### config.mk
export PLATFORM = sky130hd
export DESIGN_NAME = patch_archive_deframer
export DESIGN_NICKNAME = d
export VERILOG_FILES = /design/src/sv/padf_pkg.sv /design/src/sv/padf_cfg_regs.sv /design/src/sv/padf_parser.sv /design/src/sv/patch_archive_deframer.sv
export SDC_FILE = /design/constraint.sdc
export NUM_CORES = 1
export LEC_CHECK = 0
export ABC_AREA = 1
export BUFFER_PORTS_ARGS = -buffer_cell sky130_fd_sc_hd__buf_2
export CAP_MARGIN = 25
export CORE_MARGIN = 5
export CORE_UTILIZATION = 44
export DETAILED_ROUTE_END_ITERATION = 7
export PLACE_DENSITY = 0.58
export SLEW_MARGIN = 15
export SYNTH_ARGS = -nofsm -noshare
export SYNTH_HDL_FRONTEND = slang
export SYNTH_SLANG_ARGS = --single-unit
### constraint.sdc
create_clock -name aclk -period 12.2 [get_ports aclk]
set_input_delay 1.22 -clock aclk [delete_from_list [all_inputs] [get_ports aclk]]
set_output_delay 1.22 -clock aclk [all_outputs]
set_load 0.01 [all_outputs]
### src/sv/padf_pkg.sv
`timescale 1ns / 1ps
// ----------------------------------------------------------------------------
// padf_pkg
// Shared types and codes of the archive deframer: phases, roles, status and
// error codes, register indexes and the result record.
// ----------------------------------------------------------------------------
package padf_pkg;

    // Largest record count that an archive may declare
    localparam int unsigned MAX_RECORDS = 4096;
    localparam int unsigned REC_CNT_W   = $clog2(MAX_RECORDS + 1);

    localparam int unsigned BYTE_W      = 8;
    localparam int unsigned WORD_W      = 32;
    localparam int unsigned LEN_W       = 64;
    localparam int unsigned NAME_LEN_W  = 16;
    localparam int unsigned BCNT_W      = 4;
    localparam int unsigned IDX_W       = 12;
    localparam int unsigned ROLE_W      = 3;
    localparam int unsigned STATUS_W    = 2;
    localparam int unsigned ERR_W       = 3;

    // Configuration register indexes
    localparam int unsigned CFG_IDX_W   = 1;
    localparam logic [CFG_IDX_W-1:0] CFG_MAGIC_WORD     = 1'b0;
    localparam logic [CFG_IDX_W-1:0] CFG_FORMAT_VERSION = 1'b1;

    localparam logic [WORD_W-1:0] MAGIC_RESET   = 32'd0;
    localparam logic [WORD_W-1:0] VERSION_RESET = 32'd1;

    // Byte counts that bound or mark the header fields
    localparam logic [BCNT_W-1:0] FH_MAGIC_END   = 4'd4;
    localparam logic [BCNT_W-1:0] FH_VERSION_END = 4'd7;
    localparam logic [BCNT_W-1:0] FH_COUNT_END   = 4'd11;
    localparam logic [BCNT_W-1:0] RH_TYPE        = 4'd0;
    localparam logic [BCNT_W-1:0] RH_FLAGS       = 4'd1;
    localparam logic [BCNT_W-1:0] RH_LEN_START   = 4'd2;
    localparam logic [BCNT_W-1:0] RH_DATA_START  = 4'd8;
    localparam logic [BCNT_W-1:0] RH_LAST        = 4'd15;

    typedef enum logic [2:0] {
        PH_FILE = 3'd0,
        PH_REC  = 3'd1,
        PH_NAME = 3'd2,
        PH_AUX  = 3'd3,
        PH_DATA = 3'd4,
        PH_DONE = 3'd5
    } phase_t;

    localparam logic [ROLE_W-1:0] ROLE_FILE_HDR = 3'd0;
    localparam logic [ROLE_W-1:0] ROLE_REC_HDR  = 3'd1;
    localparam logic [ROLE_W-1:0] ROLE_NAME     = 3'd2;
    localparam logic [ROLE_W-1:0] ROLE_AUX      = 3'd3;
    localparam logic [ROLE_W-1:0] ROLE_DATA     = 3'd4;
    localparam logic [ROLE_W-1:0] ROLE_IGNORED  = 3'd5;

    localparam logic [STATUS_W-1:0] ST_BUSY     = 2'd0;
    localparam logic [STATUS_W-1:0] ST_ACCEPTED = 2'd1;
    localparam logic [STATUS_W-1:0] ST_REJECTED = 2'd2;

    localparam logic [ERR_W-1:0] ERR_NONE      = 3'd0;
    localparam logic [ERR_W-1:0] ERR_MAGIC     = 3'd1;
    localparam logic [ERR_W-1:0] ERR_VERSION   = 3'd2;
    localparam logic [ERR_W-1:0] ERR_TOO_MANY  = 3'd3;
    localparam logic [ERR_W-1:0] ERR_TRUNCATED = 3'd4;
    localparam logic [ERR_W-1:0] ERR_TRAILING  = 3'd5;

    typedef struct packed {
        logic [WORD_W-1:0] magic_word;
        logic [WORD_W-1:0] format_version;
    } padf_cfg_t;

    typedef struct packed {
        logic [ERR_W-1:0]    error_code;
        logic [STATUS_W-1:0] status;
        logic                header_complete;
        logic [BYTE_W-1:0]   record_flags;
        logic [BYTE_W-1:0]   record_type;
        logic [IDX_W-1:0]    record_index;
        logic [ROLE_W-1:0]   byte_role;
    } padf_result_t;

endpackage

### src/sv/padf_cfg_regs.sv
`timescale 1ns / 1ps
// ----------------------------------------------------------------------------
// padf_cfg_regs
// Configuration register file: expected magic word and format version.
// ----------------------------------------------------------------------------
module padf_cfg_regs (
    input  logic                                aclk,
    input  logic                                aresetn,
    input  logic                                cfg_valid,
    output logic                                cfg_ready,
    input  logic [padf_pkg::CFG_IDX_W-1:0]      cfg_index,
    input  logic [padf_pkg::WORD_W-1:0]         cfg_data,
    output padf_pkg::padf_cfg_t                 cfg
);

    logic [padf_pkg::WORD_W-1:0] magic_word_reg;
    logic [padf_pkg::WORD_W-1:0] format_version_reg;

    // Always able to take a write
    assign cfg_ready = 1'b1;

    always_ff @(posedge aclk) begin
        if (!aresetn) begin
            magic_word_reg     <= padf_pkg::MAGIC_RESET;
            format_version_reg <= padf_pkg::VERSION_RESET;
        end else if (cfg_valid) begin
            case (cfg_index)
                padf_pkg::CFG_MAGIC_WORD:     magic_word_reg     <= cfg_data;
                padf_pkg::CFG_FORMAT_VERSION: format_version_reg <= cfg_data;
                default: ;
            endcase
        end
    end

    assign cfg.magic_word     = magic_word_reg;
    assign cfg.format_version = format_version_reg;

endmodule

### src/sv/padf_parser.sv
`timescale 1ns / 1ps
// ----------------------------------------------------------------------------
// padf_parser
// Archive parse state and the per-byte step: classify one byte, check the
// header fields and work out the result record.
// ----------------------------------------------------------------------------
module padf_parser (
    input  logic                            aclk,
    input  logic                            aresetn,
    input  logic                            step_en,
    input  logic [padf_pkg::BYTE_W-1:0]     data_byte,
    input  logic                            last_byte,
    input  padf_pkg::padf_cfg_t             cfg,
    output padf_pkg::padf_result_t          result
);

    padf_pkg::phase_t                  phase_reg, phase_next;
    logic [padf_pkg::BCNT_W-1:0]       byte_count_reg, byte_count_next;
    logic [padf_pkg::LEN_W-1:0]        header_shift_reg, header_shift_next;
    logic [padf_pkg::LEN_W-1:0]        bytes_left_reg, bytes_left_next;
    logic [padf_pkg::LEN_W-1:0]        pending_data_len_reg, pending_data_len_next;
    logic [padf_pkg::REC_CNT_W-1:0]    records_total_reg, records_total_next;
    logic [padf_pkg::REC_CNT_W-1:0]    record_number_reg, record_number_next;
    logic [padf_pkg::BYTE_W-1:0]       current_type_reg, current_type_next;
    logic [padf_pkg::BYTE_W-1:0]       current_flags_reg, current_flags_next;
    logic                              failed_reg, failed_next;

    logic [padf_pkg::LEN_W-1:0]        bytes_left_dec;
    logic [padf_pkg::REC_CNT_W-1:0]    record_number_inc;
    logic [padf_pkg::NAME_LEN_W-1:0]   name_len;
    logic [padf_pkg::WORD_W-1:0]       aux_len;
    logic [padf_pkg::WORD_W-1:0]       rec_count;
    logic                              finish_rec;
    logic                              restart;
    logic [padf_pkg::BCNT_W-1:0]       k;

    assign k                 = byte_count_reg;
    assign bytes_left_dec    = bytes_left_reg - padf_pkg::LEN_W'(1);
    assign record_number_inc = record_number_reg + padf_pkg::REC_CNT_W'(1);
    assign name_len          = header_shift_next[15:0];
    assign aux_len           = header_shift_next[47:16];
    assign rec_count         = header_shift_next[63:32];

    always_comb begin
        phase_next            = phase_reg;
        byte_count_next       = byte_count_reg;
        header_shift_next     = header_shift_reg;
        bytes_left_next       = bytes_left_reg;
        pending_data_len_next = pending_data_len_reg;
        records_total_next    = records_total_reg;
        record_number_next    = record_number_reg;
        current_type_next     = current_type_reg;
        current_flags_next    = current_flags_reg;
        failed_next           = failed_reg;
        finish_rec            = 1'b0;
        restart               = 1'b0;

        result                 = '0;
        result.byte_role       = padf_pkg::ROLE_IGNORED;
        result.status          = padf_pkg::ST_BUSY;
        result.error_code      = padf_pkg::ERR_NONE;

        if (failed_reg) begin
            restart = last_byte;
        end else begin
            case (phase_reg)
                padf_pkg::PH_FILE: begin
                    result.byte_role = padf_pkg::ROLE_FILE_HDR;
                    if (k < padf_pkg::FH_MAGIC_END) begin
                        if (data_byte != cfg.magic_word[8*k[1:0] +: 8])
                            result.error_code = padf_pkg::ERR_MAGIC;
                    end else begin
                        for (int j = 0; j < 8; j++) begin
                            if (k == padf_pkg::BCNT_W'(j + 4))
                                header_shift_next[8*j +: 8] = data_byte;
                        end
                    end
                    if (result.error_code == padf_pkg::ERR_NONE &&
                        k == padf_pkg::FH_VERSION_END &&
                        header_shift_next[31:0] != cfg.format_version)
                        result.error_code = padf_pkg::ERR_VERSION;
                    if (result.error_code == padf_pkg::ERR_NONE &&
                        k == padf_pkg::FH_COUNT_END) begin
                        if (rec_count > padf_pkg::WORD_W'(padf_pkg::MAX_RECORDS)) begin
                            result.error_code = padf_pkg::ERR_TOO_MANY;
                        end else begin
                            records_total_next = padf_pkg::REC_CNT_W'(rec_count);
                            record_number_next = '0;
                            byte_count_next    = '0;
                            phase_next = (rec_count == '0) ? padf_pkg::PH_DONE
                                                           : padf_pkg::PH_REC;
                        end
                    end else begin
                        byte_count_next = k + padf_pkg::BCNT_W'(1);
                    end
                end
                padf_pkg::PH_REC: begin
                    result.byte_role = padf_pkg::ROLE_REC_HDR;
                    if (k == padf_pkg::RH_TYPE) begin
                        current_type_next  = data_byte;
                        current_flags_next = '0;
                    end else if (k == padf_pkg::RH_FLAGS) begin
                        current_flags_next = data_byte;
                    end else if (k < padf_pkg::RH_DATA_START) begin
                        for (int j = 0; j < 6; j++) begin
                            if (k == padf_pkg::BCNT_W'(j + 2))
                                header_shift_next[8*j +: 8] = data_byte;
                        end
                    end else begin
                        for (int j = 0; j < 8; j++) begin
                            if (k == padf_pkg::BCNT_W'(j + 8))
                                pending_data_len_next[8*j +: 8] = data_byte;
                        end
                    end
                    result.record_index = padf_pkg::IDX_W'(record_number_reg);
                    result.record_type  = current_type_next;
                    result.record_flags = current_flags_next;
                    if (k == padf_pkg::RH_LAST) begin
                        result.header_complete = 1'b1;
                        byte_count_next        = '0;
                        // Skip to the first part of the record that is not empty
                        if (name_len != '0) begin
                            phase_next      = padf_pkg::PH_NAME;
                            bytes_left_next = padf_pkg::LEN_W'(name_len);
                        end else if (aux_len != '0) begin
                            phase_next      = padf_pkg::PH_AUX;
                            bytes_left_next = padf_pkg::LEN_W'(aux_len);
                        end else if (pending_data_len_next != '0) begin
                            phase_next      = padf_pkg::PH_DATA;
                            bytes_left_next = pending_data_len_next;
                        end else begin
                            finish_rec = 1'b1;
                        end
                    end else begin
                        byte_count_next = k + padf_pkg::BCNT_W'(1);
                    end
                end
                padf_pkg::PH_NAME, padf_pkg::PH_AUX, padf_pkg::PH_DATA: begin
                    case (phase_reg)
                        padf_pkg::PH_NAME: result.byte_role = padf_pkg::ROLE_NAME;
                        padf_pkg::PH_AUX:  result.byte_role = padf_pkg::ROLE_AUX;
                        default:           result.byte_role = padf_pkg::ROLE_DATA;
                    endcase
                    result.record_index = padf_pkg::IDX_W'(record_number_reg);
                    result.record_type  = current_type_reg;
                    result.record_flags = current_flags_reg;
                    bytes_left_next     = bytes_left_dec;
                    if (bytes_left_dec == '0) begin
                        if (phase_reg == padf_pkg::PH_NAME && aux_len != '0) begin
                            phase_next      = padf_pkg::PH_AUX;
                            bytes_left_next = padf_pkg::LEN_W'(aux_len);
                        end else if (phase_reg != padf_pkg::PH_DATA &&
                                     pending_data_len_reg != '0) begin
                            phase_next      = padf_pkg::PH_DATA;
                            bytes_left_next = pending_data_len_reg;
                        end else begin
                            finish_rec = 1'b1;
                        end
                    end
                end
                default: begin
                    // Byte after a complete archive
                    result.byte_role  = padf_pkg::ROLE_IGNORED;
                    result.error_code = padf_pkg::ERR_TRAILING;
                end
            endcase

            if (finish_rec) begin
                record_number_next = record_number_inc;
                bytes_left_next    = '0;
                byte_count_next    = '0;
                phase_next = (record_number_inc >= records_total_reg) ? padf_pkg::PH_DONE
                                                                      : padf_pkg::PH_REC;
            end

            if (result.error_code != padf_pkg::ERR_NONE) begin
                result.status = padf_pkg::ST_REJECTED;
                if (last_byte)
                    restart = 1'b1;
                else
                    failed_next = 1'b1;
            end else if (last_byte) begin
                if (phase_next == padf_pkg::PH_DONE) begin
                    result.status = padf_pkg::ST_ACCEPTED;
                end else begin
                    result.status     = padf_pkg::ST_REJECTED;
                    result.error_code = padf_pkg::ERR_TRUNCATED;
                end
                restart = 1'b1;
            end
        end

        if (restart) begin
            phase_next         = padf_pkg::PH_FILE;
            byte_count_next    = '0;
            records_total_next = '0;
            record_number_next = '0;
            failed_next        = 1'b0;
        end
    end

    always_ff @(posedge aclk) begin
        if (!aresetn) begin
            phase_reg         <= padf_pkg::PH_FILE;
            byte_count_reg    <= '0;
            records_total_reg <= '0;
            record_number_reg <= '0;
            failed_reg        <= 1'b0;
        end else if (step_en) begin
            phase_reg         <= phase_next;
            byte_count_reg    <= byte_count_next;
            records_total_reg <= records_total_next;
            record_number_reg <= record_number_next;
            failed_reg        <= failed_next;
        end
    end

    always_ff @(posedge aclk) begin
        if (step_en) begin
            header_shift_reg     <= header_shift_next;
            bytes_left_reg       <= bytes_left_next;
            pending_data_len_reg <= pending_data_len_next;
            current_type_reg     <= current_type_next;
            current_flags_reg    <= current_flags_next;
        end
    end

`ifndef ASSERT_OFF
    a_reject_sets_failed: assert property (@(posedge aclk) disable iff (!aresetn)
        (step_en && result.status == padf_pkg::ST_REJECTED && !last_byte)
        |=> failed_reg)
        else $error("rejected byte did not enter the failed state");

    a_hc_only_rec_hdr: assert property (@(posedge aclk) disable iff (!aresetn)
        (step_en && result.header_complete)
        |-> (result.byte_role == padf_pkg::ROLE_REC_HDR && k == padf_pkg::RH_LAST))
        else $error("header complete outside record header byte 15");

    a_record_in_range: assert property (@(posedge aclk) disable iff (!aresetn)
        (!failed_reg && (phase_reg == padf_pkg::PH_REC || phase_reg == padf_pkg::PH_NAME ||
         phase_reg == padf_pkg::PH_AUX || phase_reg == padf_pkg::PH_DATA))
        |-> (record_number_reg < records_total_reg))
        else $error("record number beyond declared record count");
`endif

endmodule

### src/sv/patch_archive_deframer.sv
`timescale 1ns / 1ps
// ----------------------------------------------------------------------------
// patch_archive_deframer
// Byte-stream archive deframer: tags every byte with its role and record,
// checks magic, version and record count, and reports accept or reject.
// ----------------------------------------------------------------------------
//
//  Channel  | Ports         | Item
//  ---------+---------------+------------------------------------------------
//  input    | s_axis_*      | one archive byte, tlast on the final byte
//  result   | m_axis_*      | role in tuser, index/type/flags/status in tdata
//  config   | cfg_*         | register write: index 0 magic, 1 version
//
//  One item per cycle while the result does not stall. An accepted byte is
//  captured in the input register and parsed into the result register by
//  the next parse step, after which the result is valid for the consumer.
//  The parse step is a single pass of counter compares and byte-lane
//  captures; the 64-bit down-count of the current part is the longest
//  path. Reset clears parse state and restores the register defaults. A
//  stalled result holds the input register, which still takes a new byte
//  when the result is taken in the same cycle.
//
module patch_archive_deframer (
    input  logic                                aclk,
    input  logic                                aresetn,

    input  logic                                s_axis_tvalid,
    output logic                                s_axis_tready,
    input  logic [7:0]                          s_axis_tdata,  // [7:0] data_byte
    input  logic                                s_axis_tlast,  // last_byte

    output logic                                m_axis_tvalid,
    input  logic                                m_axis_tready,
    // [11:0] record_index, [19:12] record_type, [27:20] record_flags,
    // [28] header_complete, [30:29] status, [33:31] error_code, [39:34] zero
    output logic [39:0]                         m_axis_tdata,
    output logic [2:0]                          m_axis_tuser,  // [2:0] byte_role

    input  logic                                cfg_valid,
    output logic                                cfg_ready,
    input  logic [padf_pkg::CFG_IDX_W-1:0]      cfg_index,
    input  logic [padf_pkg::WORD_W-1:0]         cfg_data
);

    padf_pkg::padf_cfg_t                cfg;
    padf_pkg::padf_result_t             step_result;
    padf_pkg::padf_result_t             out_result_reg;

    logic                               in_vld_reg;
    logic [padf_pkg::BYTE_W-1:0]        in_byte_reg;
    logic                               in_last_reg;
    logic                               out_vld_reg;
    logic                               step_fire;

    // Advance the held byte whenever the result register is free or draining
    assign step_fire     = in_vld_reg && (!out_vld_reg || m_axis_tready);
    assign s_axis_tready = !in_vld_reg || step_fire;

    padf_cfg_regs u_cfg (
        .aclk      (aclk),
        .aresetn   (aresetn),
        .cfg_valid (cfg_valid),
        .cfg_ready (cfg_ready),
        .cfg_index (cfg_index),
        .cfg_data  (cfg_data),
        .cfg       (cfg)
    );

    padf_parser u_parser (
        .aclk      (aclk),
        .aresetn   (aresetn),
        .step_en   (step_fire),
        .data_byte (in_byte_reg),
        .last_byte (in_last_reg),
        .cfg       (cfg),
        .result    (step_result)
    );

    // Input register: capture a byte on every accepted item
    always_ff @(posedge aclk) begin
        if (!aresetn) begin
            in_vld_reg <= 1'b0;
        end else if (s_axis_tready) begin
            in_vld_reg <= s_axis_tvalid;
        end
    end

    always_ff @(posedge aclk) begin
        if (s_axis_tvalid && s_axis_tready) begin
            in_byte_reg <= s_axis_tdata;
            in_last_reg <= s_axis_tlast;
        end
    end

    // Result register: load on a parse step, drop once taken
    always_ff @(posedge aclk) begin
        if (!aresetn) begin
            out_vld_reg <= 1'b0;
        end else if (step_fire) begin
            out_vld_reg <= 1'b1;
        end else if (m_axis_tready) begin
            out_vld_reg <= 1'b0;
        end
    end

    always_ff @(posedge aclk) begin
        if (step_fire) begin
            out_result_reg <= step_result;
        end
    end

    assign m_axis_tvalid = out_vld_reg;
    assign m_axis_tuser  = out_result_reg.byte_role;
    assign m_axis_tdata  = {6'b0,
                            out_result_reg.error_code,
                            out_result_reg.status,
                            out_result_reg.header_complete,
                            out_result_reg.record_flags,
                            out_result_reg.record_type,
                            out_result_reg.record_index};

`ifndef ASSERT_OFF
    a_step_loads_result: assert property (@(posedge aclk) disable iff (!aresetn)
        step_fire |=> out_vld_reg)
        else $error("parse step did not load the result register");

    a_no_step_without_room: assert property (@(posedge aclk) disable iff (!aresetn)
        (out_vld_reg && !m_axis_tready) |-> !step_fire)
        else $error("parse step overwrote a stalled result");

    a_hold_byte_on_stall: assert property (@(posedge aclk) disable iff (!aresetn)
        (in_vld_reg && !step_fire) |=> (in_vld_reg && $stable(in_byte_reg)))
        else $error("held input byte lost while the result stalled");
`endif

endmodule
==> flow_summary.html, run 1 <==
<table>
<tr><th>Metric</th><th>Value</th></tr>
<tr><th colspan="2">Synth</th></tr>
<tr><td>Area share of the largest cell type after synthesis</td><td>about a third</td></tr>
<tr><td>Gate count after technology mapping</td><td>3204</td></tr>
<tr><td>Synthesized flop and latch total</td><td>~350</td></tr>
<tr><td>Proportion of synthesized chip area in sequential cells</td><td>roughly 43%</td></tr>
<tr><td>Library cell occupying the most area in the post-synthesis netlist</td><td>edfxtp_1</td></tr>
<tr><td>Most area-consuming cells after synthesis</td><td>edfxtp_1, nand2_1, dfxtp_1</td></tr>
<tr><td>Number of enable-type register cells in the synthesized netlist</td><td>roughly 250</td></tr>
<tr><td>Share of async-settable or async-resettable flops after synthesis</td><td>0%</td></tr>
<tr><td>Area of the mapped netlist</td><td>between 20000 and 25000 um2</td></tr>
<tr><td>Primary flip-flop cell chosen by synthesis mapping</td><td>edfxtp_1</td></tr>
<tr><td>Count of unique library cells instantiated by Yosys</td><td>48</td></tr>
<tr><td>Number of synthesis warnings</td><td>0</td></tr>
<tr><td>Synth Area per Inst</td><td>approximately 7.1 um2</td></tr>
<tr><th colspan="2">Final layout</th></tr>
<tr><td>Post-layout instance area</td><td>about 25000 um2</td></tr>
<tr><td>Sequential Area</td><td>approximately 9600 um2</td></tr>
<tr><td>Area taken by multi-input logic gates</td><td>roughly 11000 um2</td></tr>
<tr><td>Layout overhead on the synthesized area</td><td>10.3%</td></tr>
<tr><td>Total Nets Final</td><td>approximately 3300</td></tr>
<tr><td>Filler instances</td><td>between 5000 and 6000</td></tr>
<tr><td>Layout cell share with drive strength beyond 1</td><td>roughly 6.9%</td></tr>
<tr><th colspan="2">Critical path</th></tr>
<tr><td>Worst-path cell with the longest stage delay</td><td>nand2_4</td></tr>
<tr><td>Cell Chain, Critical Path</td><td>clkinv_1 &gt; ha_1 &gt; nand3_2 &gt; inv_2 &gt; nand2_1 &gt; nand2_1 &gt; nor2_1 &gt; nor2_1 &gt; nand2_1 &gt; nor2_1 &gt; nand2_1 &gt; nor2_1 &gt; nand3_4 &gt; nand2_4 &gt; nand4_1 &gt; nand2_1 &gt; inv_2 &gt; nand2_1 &gt; nand2_1 &gt; nand3_1 &gt; nor2_1</td></tr>
<tr><td>Worst Setup End Kind</td><td>flip-flop</td></tr>
<tr><td>Maximum net fanout on the critical path</td><td>70</td></tr>
<tr><td>Total buffers and inverters traversed by the critical path</td><td>3</td></tr>
<tr><td>Maximum cell stage delay along the critical path</td><td>~0.69 ns</td></tr>
<tr><td>Required time at the worst-slack endpoint</td><td>roughly 13 ns</td></tr>
<tr><td>Most common cell on crit path</td><td>nand2_1</td></tr>
<tr><td>Sort of element at the start of the critical path</td><td>flip-flop</td></tr>
<tr><td>Worst Setup Path Type</td><td>flip-flop to flip-flop</td></tr>
<tr><td>CP top delay family</td><td>simple AND/OR/NAND/NOR gates</td></tr>
<tr><td>Data arrival time of the worst path</td><td>6.09 ns</td></tr>
<tr><th colspan="2">Global routing</th></tr>
<tr><td>Number of antenna violations at the first check in global routing</td><td>2</td></tr>
<tr><td>Number of global-route vias before repair</td><td>roughly 21000</td></tr>
<tr><td>Total grt overflow</td><td>0</td></tr>
<tr><td>Overall fraction of global-route tracks in use</td><td>slightly above 30%</td></tr>
<tr><td>Global-route wire length before repair</td><td>between 100000 and 150000 um</td></tr>
<tr><td>Maximum number of pins on one net before global-route repair</td><td>71</td></tr>
<tr><th colspan="2">STA</th></tr>
<tr><td>Final min period</td><td>5.78 ns</td></tr>
<tr><td>F_max</td><td>around 170 MHz</td></tr>
<tr><td>Number of setup violations in the final report</td><td>0</td></tr>
<tr><td>Pin slew with the least headroom to its limit</td><td>1.19 ns</td></tr>
<tr><td>Layout Skew</td><td>around 0.027 ns</td></tr>
<tr><td>Count of endpoints failing hold in the final timing report</td><td>0</td></tr>
<tr><td>Worst slew margin relative to its limit</td><td>about a fifth</td></tr>
<tr><td>Number of max-slew violations in the final report</td><td>0</td></tr>
<tr><td>Setup TNS</td><td>0 ns</td></tr>
<tr><td>Unrepaired setup endpoints after global routing</td><td>no</td></tr>
<tr><td>Post-route fraction of the period consumed by the critical path</td><td>between 40 and 50%</td></tr>
<tr><th colspan="2">Floorplanning</th></tr>
<tr><td>Effective utilization at floorplan</td><td>between 40% and 50%</td></tr>
<tr><td>I/O Pins</td><td>93</td></tr>
<tr><td>Die area</td><td>around 56000 um2</td></tr>
<tr><td>Core region area</td><td>51200 um2</td></tr>
<tr><td>Total number of placement rows</td><td>83</td></tr>
<tr><td>Die boundary height</td><td>~240 um</td></tr>
<tr><td>Die width</td><td>about 240 um</td></tr>
<tr><th colspan="2">Clock network</th></tr>
<tr><td>Post-cts resize count</td><td>0</td></tr>
<tr><td>Cts hold-fix bufs</td><td>0</td></tr>
<tr><td>Maximum root-to-sink buffer count</td><td>3</td></tr>
<tr><td>CTS tree</td><td>done</td></tr>
<tr><td>Count of buffers added by post-CTS timing repair for setup</td><td>0</td></tr>
<tr><td>Clock network latency to the later pin of the worst-skew pair</td><td>slightly below 0.6 ns</td></tr>
<tr><td>Num CTS Buffers</td><td>42</td></tr>
<tr><td>Clk pin slew, worst setup/hold paths</td><td>around 0.06 ns</td></tr>
<tr><td>Total clock sinks</td><td>~350</td></tr>
<tr><td>CTS HTree Levels</td><td>2</td></tr>
<tr><td>Root Buffer</td><td>clkbuf_16</td></tr>
<tr><th colspan="2">Placement</th></tr>
<tr><td>Number of buffers inserted by port buffering</td><td>between 80 and 90</td></tr>
<tr><td>DPL Wire Length</td><td>around 66000 um</td></tr>
<tr><td>Cell area after placement</td><td>between 20000 and 25000 um2</td></tr>
<tr><td>Final Wtd Congestion</td><td>approximately 0.97</td></tr>
<tr><th colspan="2">Route</th></tr>
<tr><td>Total length of routed wires</td><td>around 90000 um</td></tr>
<tr><td>DR pass1 iterations</td><td>7</td></tr>
<tr><td>Wire per inst</td><td>22.4 um</td></tr>
<tr><td>ANT nets after route</td><td>0</td></tr>
<tr><td>DRC Markers</td><td>0</td></tr>
<tr><td>Average via count per standard cell</td><td>between 5 and 6</td></tr>
<tr><td>Via count of the routed design</td><td>around 22000</td></tr>
<tr><td>Detailed Route Iter0 Violations</td><td>between 2000 and 2500</td></tr>
<tr><th colspan="2">Power</th></tr>
<tr><td>Worst supply voltage drop on vdd</td><td>~150 uV</td></tr>
<tr><td>Leakage power figure</td><td>between 10 and 15 nW</td></tr>
<tr><td>Power Dens Cells</td><td>approximately 120 nW/um2</td></tr>
<tr><td>Sum of internal, switching and leakage power</td><td>2.95 mW</td></tr>
<tr><th colspan="2">Worst hold path</th></tr>
<tr><td>Type of the tightest min-delay check</td><td>flip-flop to flip-flop</td></tr>
<tr><th colspan="2">Run</th></tr>
<tr><td>Max_cap viols</td><td>0</td></tr>
<tr><th colspan="2">Run status</th></tr>
<tr><td>Status</td><td>complete, no violations</td></tr>
</table>
through the flow:
stage	setup WS (ns)	hold WS (ns)	utilization (%)	instances
2_1_floorplan	5.43	0.439	-	3209
3_3_place_gp	6.67	0.452	45.9	3856
3_5_place_dp	6.60	0.458	45.9	3856
5_1_grt	5.95	0.490	48.8	3936
4_1_cts	6.56	0.468	48.6	3932
6_report	6.42	0.462	48.8	3937
worst paths after layout:
| path | cells after the start | endpoint | slack, ns | from |
|---|---|---|---|---|
| worst max-delay path | 21 | m_axis_tdata[29]$_SDFFCE_PP0P_ | 6.42 | u_parser.byte_count_reg[0]$_SDFFE_PN0P_ |
| worst min-delay path | 2 | u_parser.records_total_reg[6]$_SDFFE_PN0P_ | 0.46 | u_parser.records_total_reg[6]$_SDFFE_PN0P_ |
| worst min register to register | 2 | u_parser.records_total_reg[6]$_SDFFE_PN0P_ | 0.46 | u_parser.records_total_reg[6]$_SDFFE_PN0P_ |
| worst max register to register | 21 | m_axis_tdata[29]$_SDFFCE_PP0P_ | 6.42 | u_parser.byte_count_reg[0]$_SDFFE_PN0P_ |
layer usage:
| layer | global-route usage [%] | wire length [um] | vias to the layer above |
|---|---|---|---|
| met2 | 48.2 | 39800 | 1093 |
| met4 | 13.0 | 4440 | 2 |
| met3 | 5.31 | 7560 | 208 |
| met5 | 0 | 13 | - |
| met1 | 40.8 | 36500 | 10400 |
| li1 | - | - | 10700 |
layout make-up:
| cell class | count | area share (%) |
|---|---|---|
| Multi-Input combinational cell | 2363 | 44.4 |
| Sequential cell | 354 | 38.6 |
| Inverter | 347 | 5.23 |
| Clock buffer | 56 | 4.71 |
| Tap cell | 680 | 3.41 |
| Timing Repair Buffer | 116 | 2.77 |
| Clock inverter | 20 | 0.877 |
| Antenna cell | 1 | 0.0100 |
Yosys cell counts, drive strengths merged (16+ instances only):
cell,instances
nand2,894
nor2,514
inv,345
o21ai,310
edfxtp,254
nand3,167
a21oi,146
dfxtp,100
clkbuf,78
buf,67
nand4,51
xor2,48
a41oi,32
nor4,26
nand3b,24
o22ai,22
ha,20
a32o,16
nor3,16
cells in the final DEF (no fill, tap or decap), types with 51 or more instances in the layout:
master and count:
buf_2 85, o21ai_0 287, a21oi_1 143, inv_1 332, edfxtp_1 254, nor2_1 497, dfxtp_1 100, nand2_1 889
nand3_1 163, nand4_1 51
kinds of logic after synthesis:
group | count (synthesis) | share of synthesized area, %
flops | 354 | 42.5
compound gates | 583 | 14.5
simple gates | 1696 | 30.9
mux | 2 | 0.0939
buf+inv | 492 | 8.74
xor+xnor | 55 | 2.13
other cells | 2 | 0.0332
fa+ha+maj | 20 | 1.11
worst min-delay path, cell delays in order (launching register included):
cell and delay (ns):
dfxtp_1 0.31, nand2_1 0.06, a21oi_1 0.05
report_power, final:
group | leakage (nW) | total, mW | internal, mW | switching, mW
sequential | 3.06 | 1.35 | 1.33 | 0.0209
combinational | 6.57 | 0.300 | 0.0801 | 0.220
clock | 0.689 | 1.30 | 0.765 | 0.538
Note: power is estimated with default switching activity, not from simulation.
==> run 2, diff against run 1 <==
Clock period 12.2 ns to 5.42 ns, I/O delays scaled along.
==> run 2 against run 1 <==
  * Total power rose by 120%
  * Worst hold slack worse by 0.33 ns
  * Largest power group unchanged
  * Utilization up 0.26 points
  * Sequential share of layout area fell by 0.21 points
  * Largest cell class unchanged
  * Clock power rose by 110%
  * Final area up 0.54%
  * Register-to-register slack got worse by 6.0 ns
  * Flip-flop and latch count stayed put
==> flow_summary.html, run 2 (synthesized netlist as in run 1, its figures left out) <==
<table>
<tr><th>Metric</th><th>Value</th></tr>
<tr><th colspan="2">Run status</th></tr>
<tr><td>Status</td><td>complete, no violations</td></tr>
<tr><th colspan="2">Critical path</th></tr>
<tr><td>Cell Chain, Critical Path</td><td>clkinv_1 &gt; ha_1 &gt; inv_1 &gt; nand3_1 &gt; o21ai_0 &gt; a21oi_1 &gt; nor2_1 &gt; inv_1 &gt; nor2_1 &gt; nand2_1 &gt; nor2_1 &gt; nand2_1 &gt; inv_2 &gt; nand2_2 &gt; nor2_4 &gt; inv_2 &gt; o22ai_1</td></tr>
<tr><td>Critical path capture point</td><td>u_parser.bytes_left_reg[34]$_SDFFCE_PN0P_</td></tr>
<tr><td>R2R Path Start</td><td>u_parser.byte_count_reg[1]$_SDFFE_PN0P_</td></tr>
<tr><td>CP top delay family</td><td>simple AND/OR/NAND/NOR gates</td></tr>
<tr><td>Worst Setup End Kind</td><td>flip-flop</td></tr>
<tr><td>Total buffers and inverters traversed by the critical path</td><td>5</td></tr>
<tr><td>Maximum cell stage delay along the critical path</td><td>approximately 0.59 ns</td></tr>
<tr><td>Required time at the worst-slack endpoint</td><td>around 5.8 ns</td></tr>
<tr><td>Worst Setup Path Type</td><td>flip-flop to flip-flop</td></tr>
<tr><td>R2R Setup Slk</td><td>just over 0.4 ns</td></tr>
<tr><td>Launching element of the worst setup path</td><td>u_parser.byte_count_reg[1]$_SDFFE_PN0P_</td></tr>
<tr><td>Register-to-Register Path Depth</td><td>17</td></tr>
<tr><td>Sort of element at the start of the critical path</td><td>flip-flop</td></tr>
<tr><td>Data arrival time of the worst path</td><td>5.42 ns</td></tr>
<tr><td>Most common cell on crit path</td><td>nor2_1</td></tr>
<tr><td>Capturing point of the worst reg2reg path</td><td>u_parser.bytes_left_reg[34]$_SDFFCE_PN0P_</td></tr>
<tr><td>Levels on crit path</td><td>17</td></tr>
<tr><td>Worst-path cell with the longest stage delay</td><td>nor2_4</td></tr>
<tr><td>Maximum net fanout on the critical path</td><td>25</td></tr>
<tr><th colspan="2">Power</th></tr>
<tr><td>Worst supply voltage drop on vdd</td><td>approximately 210 uV</td></tr>
<tr><td>Sum of internal, switching and leakage power</td><td>~6.4 mW</td></tr>
<tr><td>Power Dens Cells</td><td>between 200 and 300 nW/um2</td></tr>
<tr><td>Leakage power figure</td><td>roughly 10 nW</td></tr>
<tr><th colspan="2">Final layout</th></tr>
<tr><td>Layout overhead on the synthesized area</td><td>10.9%</td></tr>
<tr><td>Total Nets Final</td><td>3318</td></tr>
<tr><td>Post-route insts no fill</td><td>between 3000 and 4000</td></tr>
<tr><td>Layout cell share with drive strength beyond 1</td><td>~7.5%</td></tr>
<tr><td>Leading cell types in the layout, fill and taps excluded</td><td>nand2_1, nor2_1, inv_1</td></tr>
<tr><td>Commonest non-fill, non-tap cell in the layout</td><td>nand2_1</td></tr>
<tr><td>Antenna diodes</td><td>0</td></tr>
<tr><td>Post-layout instance area</td><td>around 25000 um2</td></tr>
<tr><th colspan="2">Route</th></tr>
<tr><td>DRC Markers</td><td>0</td></tr>
<tr><td>Detailed-routed wire length on met3</td><td>around 7300 um</td></tr>
<tr><td>Detailed Route Iter0 Violations</td><td>between 2000 and 2500</td></tr>
<tr><td>ANT nets after route</td><td>0</td></tr>
<tr><td>DR pass1 iterations</td><td>8</td></tr>
<tr><td>Average via count per standard cell</td><td>5.67</td></tr>
<tr><td>Routed length on met2</td><td>slightly below 40000 um</td></tr>
<tr><td>Via count of the routed design</td><td>roughly 22000</td></tr>
<tr><td>Total length of routed wires</td><td>about 87000 um</td></tr>
<tr><td>Met1 Wirelength</td><td>between 30000 and 40000 um</td></tr>
<tr><td>Top Layer Used</td><td>met5</td></tr>
<tr><td>Wire per inst</td><td>~22 um</td></tr>
<tr><th colspan="2">STA</th></tr>
<tr><td>Worst slew margin relative to its limit</td><td>a little under a third</td></tr>
<tr><td>Count of endpoints failing hold in the final timing report</td><td>0</td></tr>
<tr><td>Number of setup violations in the final report</td><td>0</td></tr>
<tr><td>Number of max-slew violations in the final report</td><td>0</td></tr>
<tr><td>Unrepaired setup endpoints after global routing</td><td>no</td></tr>
<tr><td>Post-route fraction of the period consumed by the critical path</td><td>around 92%</td></tr>
<tr><td>Pin slew with the least headroom to its limit</td><td>1.02 ns</td></tr>
<tr><td>Post-Route Hold Slack</td><td>between 0.1 and 0.15 ns</td></tr>
<tr><td>Final min period</td><td>5.01 ns</td></tr>
<tr><td>F_max</td><td>around 200 MHz</td></tr>
<tr><td>Setup TNS</td><td>0 ns</td></tr>
<tr><td>Layout Skew</td><td>about 0.027 ns</td></tr>
<tr><th colspan="2">Clock network</th></tr>
<tr><td>CTS tree</td><td>done</td></tr>
<tr><td>Total clock sinks</td><td>roughly 350</td></tr>
<tr><td>CTS HTree Levels</td><td>2</td></tr>
<tr><td>Maximum root-to-sink buffer count</td><td>3</td></tr>
<tr><td>Num CTS Buffers</td><td>just over 40</td></tr>
<tr><td>Root Buffer</td><td>clkbuf_16</td></tr>
<tr><td>Cts hold-fix bufs</td><td>0</td></tr>
<tr><td>Count of buffers added by post-CTS timing repair for setup</td><td>0</td></tr>
<tr><td>Clk pin slew, worst setup/hold paths</td><td>0.06 ns</td></tr>
<tr><td>Clock network latency to the later pin of the worst-skew pair</td><td>0.58 ns</td></tr>
<tr><th colspan="2">Global routing</th></tr>
<tr><td>Number of antenna violations at the first check in global routing</td><td>3</td></tr>
<tr><td>Overall fraction of global-route tracks in use</td><td>between 20 and 30%</td></tr>
<tr><td>Maximum number of pins on one net before global-route repair</td><td>94</td></tr>
<tr><td>Global-route wire length before repair</td><td>130000 um</td></tr>
<tr><td>Total grt overflow</td><td>0</td></tr>
<tr><td>Number of global-route vias before repair</td><td>approximately 21000</td></tr>
<tr><th colspan="2">Floorplanning</th></tr>
<tr><td>Die width</td><td>between 200 and 250 um</td></tr>
<tr><td>I/O Pins</td><td>a little over 90</td></tr>
<tr><td>Effective utilization at floorplan</td><td>around 44%</td></tr>
<tr><td>Core region area</td><td>between 50000 and 60000 um2</td></tr>
<tr><td>Total number of placement rows</td><td>83</td></tr>
<tr><td>Die area</td><td>56100 um2</td></tr>
<tr><td>Die boundary height</td><td>about 240 um</td></tr>
<tr><th colspan="2">Placement</th></tr>
<tr><td>Number of buffers inserted by port buffering</td><td>85</td></tr>
<tr><td>Cell area after placement</td><td>roughly 24000 um2</td></tr>
<tr><td>Placed instance count</td><td>3882</td></tr>
<tr><td>Final Wtd Congestion</td><td>0.957</td></tr>
<tr><td>DPL Wire Length</td><td>66300 um</td></tr>
<tr><th colspan="2">Run</th></tr>
<tr><td>Max_cap viols</td><td>0</td></tr>
<tr><th colspan="2">Worst hold path</th></tr>
<tr><td>Type of the tightest min-delay check</td><td>input port to flip-flop</td></tr>
</table>
[run 2: final cells by class]
class | count | area (um2)
inverter | 347 | 1310
timing repair buffer | 144 | 941
fill | 5183 | 26100
multi-input combinational | 2363 | 11100
clock inverter | 18 | 159
clock buffer | 55 | 1120
tap | 680 | 851
sequential | 354 | 9630
[run 2: how the worst min path moves through the flow]
| stage | from | endpoint | depth (start not counted) |
|---|---|---|---|
| final | s_axis_tlast | in_last_reg$_DFFE_PP_ | 1 |
| after global routing | s_axis_tdata[1] | in_byte_reg[1]$_DFFE_PP_ | 1 |
| after CTS | s_axis_tdata[2] | in_byte_reg[2]$_DFFE_PP_ | 1 |
| after detailed placement | u_parser.records_total_reg[12]$_SDFFE_PN0P_ | u_parser.records_total_reg[12]$_SDFFE_PN0P_ | 2 |
| after global placement | u_parser.records_total_reg[10]$_SDFFE_PN0P_ | u_parser.records_total_reg[10]$_SDFFE_PN0P_ | 2 |
| after floorplan | u_parser.records_total_reg[12]$_SDFFE_PN0P_ | u_parser.records_total_reg[12]$_SDFFE_PN0P_ | 2 |
[run 2: metrics by stage]
stage / utilization, % / setup WS (ns)
floorplan: - / 0.205
global placement: 46.3 / 0.528
detailed placement: 46.4 / 0.392
CTS: 48.9 / 0.390
global route: 49.0 / 0.101
finish: 49.0 / 0.408
[run 2: where the power goes]
| group | internal, mW | switching, mW |
|---|---|---|
| Clock | 1.55 | 1.15 |
| Sequential | 2.99 | 0.0459 |
| Combinational | 0.188 | 0.501 |
[run 2: per-layer routing]
layer | global-route usage (%) | vias up
li1 | - | 10700
met1 | 41.6 | 10500
met2 | 47.8 | 1087
met3 | 4.74 | 169
met4 | 10.3 | 2
met5 | 0 | -
[run 2: worst reg2reg max path, cell delays in order (launching register included)]
cell      delay, ns
dfxtp_1        0.33
clkinv_1       0.29
ha_1           0.46
inv_1          0.23
nand3_1        0.50
o21ai_0        0.48
a21oi_1        0.08
nor2_1         0.42
inv_1          0.11
nor2_1         0.13
nand2_1        0.07
nor2_1         0.20
nand2_1        0.11
inv_2          0.21
nand2_2        0.22
nor2_4         0.59
inv_2          0.18
o22ai_1        0.22
[run 2: what timing repair did]
action	4_1_cts	5_1_grt
gates resized for setup	0	1
hold endpoints to repair	0	0
endpoints found under the setup margin	0	1
